**config.mk**
```make
export PLATFORM = sky130hd
export DESIGN_NAME = glh_height_div
export DESIGN_NICKNAME = d
export VERILOG_FILES = /design/src/design/glh_pkg.sv /design/src/design/glh_height_div.sv
export SDC_FILE = /design/constraint.sdc
export NUM_CORES = 1
export LEC_CHECK = 0
export BUFFER_PORTS_ARGS = -buffer_cell sky130_fd_sc_hd__buf_2
export CAP_MARGIN = 20
export CELL_PAD_IN_SITES_DETAIL_PLACEMENT = 1
export CELL_PAD_IN_SITES_GLOBAL_PLACEMENT = 1
export CORE_ASPECT_RATIO = 0.7
export CORE_MARGIN = 2
export CORE_UTILIZATION = 53
export DETAILED_ROUTE_END_ITERATION = 10
export PLACE_DENSITY_LB_ADDON = 0.1
export SYNTH_ARGS = -nofsm -noshare
export SYNTH_HDL_FRONTEND = slang
export SYNTH_SLANG_ARGS = --single-unit
```
**constraint.sdc**
```tcl
create_clock -name clk -period 11.5 [get_ports clk]
set_clock_uncertainty 0.05 [all_clocks]
set_input_delay 1.15 -clock clk [delete_from_list [all_inputs] [get_ports clk]]
set_output_delay 1.15 -clock clk [all_outputs]
set_load 0.05 [all_outputs]
```
**src/design/glh_pkg.sv**
```systemverilog
// Shared constants, field types and inter-module structs of the gray-level histogram.
// Depends on nothing; every other file imports it.
package glh_pkg;

  localparam int NUM_BINS   = 256;
  localparam int COUNT_BITS = 16;
  localparam int BIN_W      = $clog2(NUM_BINS);

  localparam int OP_W      = 2;
  localparam int VAL_W     = 8;
  localparam int GAIN_W    = 16;
  localparam int CEIL_W    = 8;
  localparam int OUT_W     = 16;
  localparam int CFG_IDX_W = 1;
  localparam int CFG_DAT_W = 16;

  // Quotient bits resolved by the divider; the ceiling never exceeds them.
  localparam int HQ_W   = CEIL_W;
  localparam int STEP_W = $clog2(HQ_W + 1);
  localparam int PROD_W = GAIN_W + COUNT_BITS;
  localparam int SH_W   = COUNT_BITS + HQ_W;

  typedef logic [OP_W-1:0]      op_t;
  typedef logic [CFG_IDX_W-1:0] cfg_idx_t;

  localparam op_t OP_ADD   = 2'd0;
  localparam op_t OP_READ  = 2'd1;
  localparam op_t OP_CLEAR = 2'd2;

  localparam cfg_idx_t CFG_GAIN = 1'd0;
  localparam cfg_idx_t CFG_CEIL = 1'd1;

  localparam logic [GAIN_W-1:0] GAIN_RST = 16'd1024;
  localparam logic [CEIL_W-1:0] CEIL_RST = 8'd93;

  // Read request leaving the read-modify-write stage.
  typedef struct packed {
    logic                  vld;
    logic [COUNT_BITS-1:0] count;
    logic [COUNT_BITS-1:0] total;
  } glh_rd_t;

  // Finished read result.
  typedef struct packed {
    logic [CEIL_W-1:0] height;
    logic [OUT_W-1:0]  count;
    logic [OUT_W-1:0]  seen;
  } glh_res_t;

endpackage

```
**src/design/glh_height_div.sv**
```systemverilog
// Height unit: gain times count, then a restoring divide by the total, clamped to the ceiling.
// Depends on glh_pkg.
module glh_height_div (
  input  logic                       clk,
  input  logic                       rst_n,
  input  logic [glh_pkg::GAIN_W-1:0] gain,
  input  logic [glh_pkg::CEIL_W-1:0] ceiling,
  input  glh_pkg::glh_rd_t           rd,
  input  logic                       take,
  output logic                       idle,
  output logic                       done,
  output glh_pkg::glh_res_t          res
);
  import glh_pkg::*;

  typedef enum logic [2:0] {
    S_IDLE = 3'b001,
    S_RUN  = 3'b010,
    S_DONE = 3'b100
  } div_state_t;

  div_state_t            state_r;
  logic [PROD_W-1:0]     rem_r;
  logic [SH_W-1:0]       sh_r;
  logic [STEP_W-1:0]     step_r;
  logic [HQ_W-1:0]       q_r;
  logic                  ovf_r;
  logic                  zero_r;
  logic [COUNT_BITS-1:0] count_r;
  logic [COUNT_BITS-1:0] total_r;

  logic                  ge;
  logic                  first;

  function automatic logic [OUT_W-1:0] sat_out(input logic [COUNT_BITS-1:0] v);
    logic [31:0] w;
    w = 32'(v);
    return (w > 32'({OUT_W{1'b1}})) ? {OUT_W{1'b1}} : OUT_W'(w);
  endfunction

  assign ge    = (rem_r >= PROD_W'(sh_r));
  assign first = (step_r == STEP_W'(HQ_W));

  always_ff @(posedge clk) begin
    if (!rst_n) begin
      state_r <= S_IDLE;
    end else begin
      case (state_r)
        S_IDLE: begin
          if (rd.vld) begin
            state_r <= (rd.total == '0) ? S_DONE : S_RUN;
          end
        end
        S_RUN: begin
          if ((ge && first) || (step_r == '0)) begin
            state_r <= S_DONE;
          end
        end
        S_DONE: begin
          if (take) begin
            state_r <= S_IDLE;
          end
        end
        default: state_r <= S_IDLE;
      endcase
    end
  end

  always_ff @(posedge clk) begin
    if ((state_r == S_IDLE) && rd.vld) begin
      rem_r   <= PROD_W'(gain) * PROD_W'(rd.count);
      sh_r    <= {rd.total, {HQ_W{1'b0}}};
      step_r  <= STEP_W'(HQ_W);
      q_r     <= '0;
      ovf_r   <= 1'b0;
      zero_r  <= (rd.total == '0);
      count_r <= rd.count;
      total_r <= rd.total;
    end else if (state_r == S_RUN) begin
      if (ge && first) begin
        ovf_r <= 1'b1;
      end else begin
        if (ge) begin
          rem_r <= rem_r - PROD_W'(sh_r);
        end
        q_r    <= {q_r[HQ_W-2:0], ge};
        sh_r   <= sh_r >> 1;
        step_r <= step_r - 1'b1;
      end
    end
  end

  always_comb begin
    if (zero_r) begin
      res.height = '0;
    end else if (ovf_r || (q_r > ceiling)) begin
      res.height = ceiling;
    end else begin
      res.height = q_r;
    end
    res.count = sat_out(count_r);
    res.seen  = sat_out(total_r);
  end

  assign idle = (state_r == S_IDLE);
  assign done = (state_r == S_DONE);

  a_start_idle: assert property (@(posedge clk) disable iff (!rst_n)
    rd.vld |-> (state_r == S_IDLE))
    else $error("read request arrived while the divider was busy");

  a_step_range: assert property (@(posedge clk) disable iff (!rst_n)
    (state_r == S_RUN) |-> (step_r <= STEP_W'(HQ_W)))
    else $error("divider step counter out of range");

endmodule

```
Yosys cells after proc, flatten, opt, wreduce, memory -nomap -nowiden
Cells that the tools add are included.
{"block": "classes", "n_eq_ne": 8, "muxes": 14, "bitwise_logic": 1, "multipliers": 1, "add_sub_neg": 2, "reduce_logical": 13, "order_cmp": 2}
{"op": "$mux 32", "count": 4}
{"op": "$mux 24", "count": 3}
{"op": "$ge 32x24->1", "count": 1}
{"op": "$mul 16x16->32", "count": 1}
{"op": "$sub 32x24->32", "count": 1}
{"op": "$logic_not 16->1", "count": 1}
{"op": "$mux 8", "count": 2}
{"op": "$mux 3", "count": 4}
{"op": "$pmux 3 s3", "count": 1}
{"op": "$gt 8x8->1", "count": 1}
{"op": "$ne 2x2->1 const B", "count": 4}
{"op": "$reduce_and 2->1", "count": 3}
{"op": "$reduce_and 3->1", "count": 2}
{"op": "$eq 4x4->1 const B", "count": 1}
{"op": "$logic_not 4->1", "count": 1}
{"op": "$reduce_bool 2->1", "count": 2}
{"op": "$sub 4x1->4 const B", "count": 1}
{"op": "$eq 3x1->1 const B", "count": 1}
{"op": "$eq 3x2->1 const B", "count": 1}
{"op": "$eq 3x3->1 const B", "count": 1}
{"op": "$logic_and 1x1->1", "count": 2}
{"op": "$logic_or 1x1->1", "count": 2}
{"op": "$not 1->1", "count": 1}
{"block": "totals", "output_inout_bits": 42, "reg_bits": 105, "word_cells": 51, "in_bits": 60}

Longest topological paths before layout
{"block": "logic_depth", "word_depth": 5, "mapped_depth": 23, "mapped_depth_nobuf": 21}

Worst setup path before layout
OpenSTA, ideal clock, no wires.
{"block": "synth_timing", "kind": "in2reg", "from": "in rd[17] (netlist bit)", "to": "reg rem_r[30] (data pin)", "cell_stages": 20, "path_slack_ns": 4.715, "setup_time_ns": 0.271, "t_arrival_ns": 6.464, "path_cell_list": "clkbuf_1 nand2_1 fa_1 fa_1 fa_1 fa_1 inv_1 fa_1 inv_1 fa_1 inv_1 ha_1 and3_1 o211a_1 a211oi_1 nor3_1 o31ai_1 o21ai_0 xnor2_1 mux2i_1"}
{"block": "synth_between", "elab_chain_len": 2}
{"element": "from (decl)", "line": "glh_height_div.sv:8", "rtl": "input glh_pkg::glh_rd_t rd,"}
{"element": "$mul 16x16->32", "line": "glh_height_div.sv:71", "rtl": "rem_r <= PROD_W'(gain) * PROD_W'(rd.count);"}
{"element": "$mux 32", "line": "glh_height_div.sv:70", "rtl": "if ((state_r == S_IDLE) && rd.vld) begin"}
{"element": "to (signal assigned)", "line": "glh_height_div.sv:71"}
{"element": "to (signal assigned)", "line": "glh_height_div.sv:84", "rtl": "rem_r <= rem_r - PROD_W'(sh_r);"}
{"element": "to (decl)", "line": "glh_height_div.sv:23", "rtl": "logic [PROD_W-1:0] rem_r;"}
No other way between the ends.
A chain may end at the register's enable or synchronous reset.

Final worst setup path
Same ends and word-level chain as after synthesis.

==> flow_metrics.py <==
metrics = {
    "min_path": {
        "hold_start": "sh_r[7]",
        "min_path_type": "flop to flop",
    },
    "grt": {
        "grtUsageTotal_pct": 30.3,
        "grt_pass1_vias": 12275,
        "grt_overflow": 0,
        "grt_max_degree": 67,
        "grt_pass1_wl_microns": 64900,
        "antenna_found_initial": 0,
    },
    "floorplanning": {
        "ioPinCount": 102,
        "core_area_sq_mm": 0.0259,
        "dieArea_sq_mm": 0.0278,
        "start_util_pct": 54.3,
        "die_h_microns": 140,
        "fp-row-count": 49,
        "die_x_microns": 199,
    },
    "worst_setup_path": {
        "crit_start": "rd[17]",
        "worst_path_max_delay_cell": "a211oi_1",
        "required_ns": 11.56,
        "worstSetupEndpointType": "flop",
        "crit_path_cell_trace": "buf_2 -> nand2_1 -> fa_1 -> fa_1 -> fa_1 -> inv_1 -> fa_1 -> fa_1 -> inv_1 -> fa_1 -> inv_1 -> ha_1 -> and3_1 -> o211a_1 -> a211oi_1 -> nor3_1 -> o31ai_1 -> o21ai_0 -> xnor2_1 -> mux2i_1",
        "max_stage_delay_ns": 0.61,
        "worst_r2r_startpoint": "rem_r[24]",
        "path_max_fanout": 17,
        "worst-setup-path-type": "primary input to flop",
        "critPathMostFrequentCell": "fa_1",
        "start_kind": "primary input",
        "critPathArrivalTime_ns": 7.37,
    },
    "power_and_ir_drop": {
        "pwr_density_cell_mw_per_mm2": 318,
        "irDropWorstVdd_mv": 0.265,
        "leakage_nw": 7.33,
    },
    "clock_tree": {
        "clock-root-buffer": "clkbuf_16",
        "cts.sinks": 105,
        "clkLatencyLatePin_ns": 0.37,
        "cts_max_path_buffers": 2,
        "cts_hold_buffers": 0,
        "cts_tree": "yes",
        "cts_max_level": 3,
        "ctsResizeCount": 0,
        "cts_buffers": 9,
        "clkTransAtPathRegs_ns": 0.08,
        "cts_setup_buffers": 0,
    },
    "sta": {
        "fmax_mhz": 137,
        "period_share_pct": 63.6,
        "drv_slew": 0,
        "fin_hold_ws_ns": 0.409,
        "setup_tns_ns": 0,
        "slew_headroom_pct": 31.9,
        "hold_violations": 0,
        "post-route-min-period_ns": 7.32,
        "worstMarginPinSlew_ns": 1.02,
        "rsz0062_at_grt": "false",
        "finalWorstSetupSlack_ns": 4.18,
        "setup_viol": 0,
    },
    "placement": {
        "hpwl_microns": 30500,
        "portBuffers": 101,
        "dp.cells": 1920,
        "gp_congestion": 0.860,
        "pre_cts_ws_ns": 3.96,
        "post_dp_cell_area_sq_mm": 0.0148,
    },
    "logic_synthesis": {
        "synth_area_sq_mm": 0.0140,
        "synth_flop_cell": "edfxtp_1",
        "ys_warn_count": 0,
        "synth_top_cell_area_share_pct": 27.8,
        "netlist_instances": 1510,
        "ys_types": 55,
        "synth_edf_count": 81,
        "synthTopCellsByArea": "fa_1 28%, edfxtp_1 17%, ha_1 12%",
        "yosysTopAreaCell": "fa_1",
        "synth_area_per_cell_sq_um": 9.30,
        "async_flop_share_pct": 0,
        "seq_area_frac_synth_pct": 20.8,
        "synth-seq-cells": 105,
        "synth.net_count": 1902,
    },
    "detailed_routing": {
        "drt_pass1_iterations": 5,
        "route.vias.total": 10964,
        "drt_iter0_markers": 672,
        "viasPerCell": 5.66,
        "drc_errors": 0,
        "drt-wirelength-per-cell_microns": 20.3,
        "wl_microns": 39300,
        "drtAntennaViolNets": 0,
    },
    "job": {
        "cap_violations": 0,
    },
    "final_layout": {
        "final_common_cell": "inv_1",
        "drive_gt1_share_pct": 7.85,
        "layoutNonFillerInstCount": 1936,
        "fin_area_sq_mm": 0.0151,
        "n_antenna_cell": 0,
        "syn_to_final_growth_pct": 7.47,
        "final_nets": 1966,
        "layout_common_cells": "271 x inv_1, 214 x nand2_1, 195 x fa_1",
    },
    "status": {
        "status": "finished, final reports clean",
    },
}
## path summary, 6_finish.rpt
check | depth (start not counted) | slack [ns] | to
min | 2 | 0.41 | sh_r[6]
max | 20 | 4.18 | rem_r[30]
max reg2reg | 9 | 7.66 | rem_r[21]
min reg2reg | 2 | 0.41 | sh_r[6]
## metrics by stage
step	total power, mW	util [%]
final	4.79	58.3
after global routing	5.32	58.3
after CTS	4.80	58.3
after detailed placement	4.44	57.3
after global placement	4.30	57.3
after floorplan	3.43	-
## sequential cells by signal, summed over array words and instances, names as in the netlist
signal / flops
rem_r: 32
q_r: 8
ovf_r: 1
step_r: 4
total_r: 16
zero_r: 1
count_r: 16
state_r: 3
sh_r: 24
## worst max-delay path: cells and delay by family
family	cells	cell delay, ns
compound gates	4	1.47
mux	1	0.08
simple gates	3	0.57
fa+ha+maj	7	3.43
buf+inv	4	0.49
xor+xnor	1	0.17
## cell type report
class	count	area, sq um
Timing Repair Buffer	105	536
Inverter	272	1020
Sequential cell	105	2910
Clock inverter	7	43.8
Fill cell	3046	10800
Tap cell	357	447
Multi-Input combinational cell	1081	9900
Clock buffer	9	225
## per-layer routing
metal  wire (microns)  track usage (%)
met1            17900             42.2
met2            18600             49.7
met3             2010             4.98
met4              780             7.93
met5                0                0
## synth_stat cells (all sizes together) (10+ instances only)
master and count:
inv 272, nand2 214, fa 195, ha 137
and2 118, edfxtp 81, a21oi 70, o21ai 48
nor2 46, clkbuf 45, xnor2 35, a21o 32
dfxtp 24, xor2 21, a22o 16, o31ai 15
mux2i 13, nand3 13, a211oi 10
## cells by family (layout without fill, tap and decap cells)
logic type / count (synthesis) / in the layout / synth area share [%]
DFF: 105 / 105 / 20.8
and+or+nand+nor: 444 / 444 / 15.2
buffers and inverters: 324 / 393 / 8.73
xor gates and xnor gates: 56 / 56 / 3.49
adders and majority gates: 332 / 332 / 40.0
muxes: 13 / 13 / 0.927
AOI/OAI and AO/OA: 236 / 236 / 10.9
## where the power goes
group	total, mW	leakage (nW)	internal [mW]	switching [mW]
registers	0.579	0.969	0.543	0.0361
logic	3.91	6.24	1.56	2.35
clock network	0.302	0.125	0.147	0.155
Power figures use the tool's default switching activity.
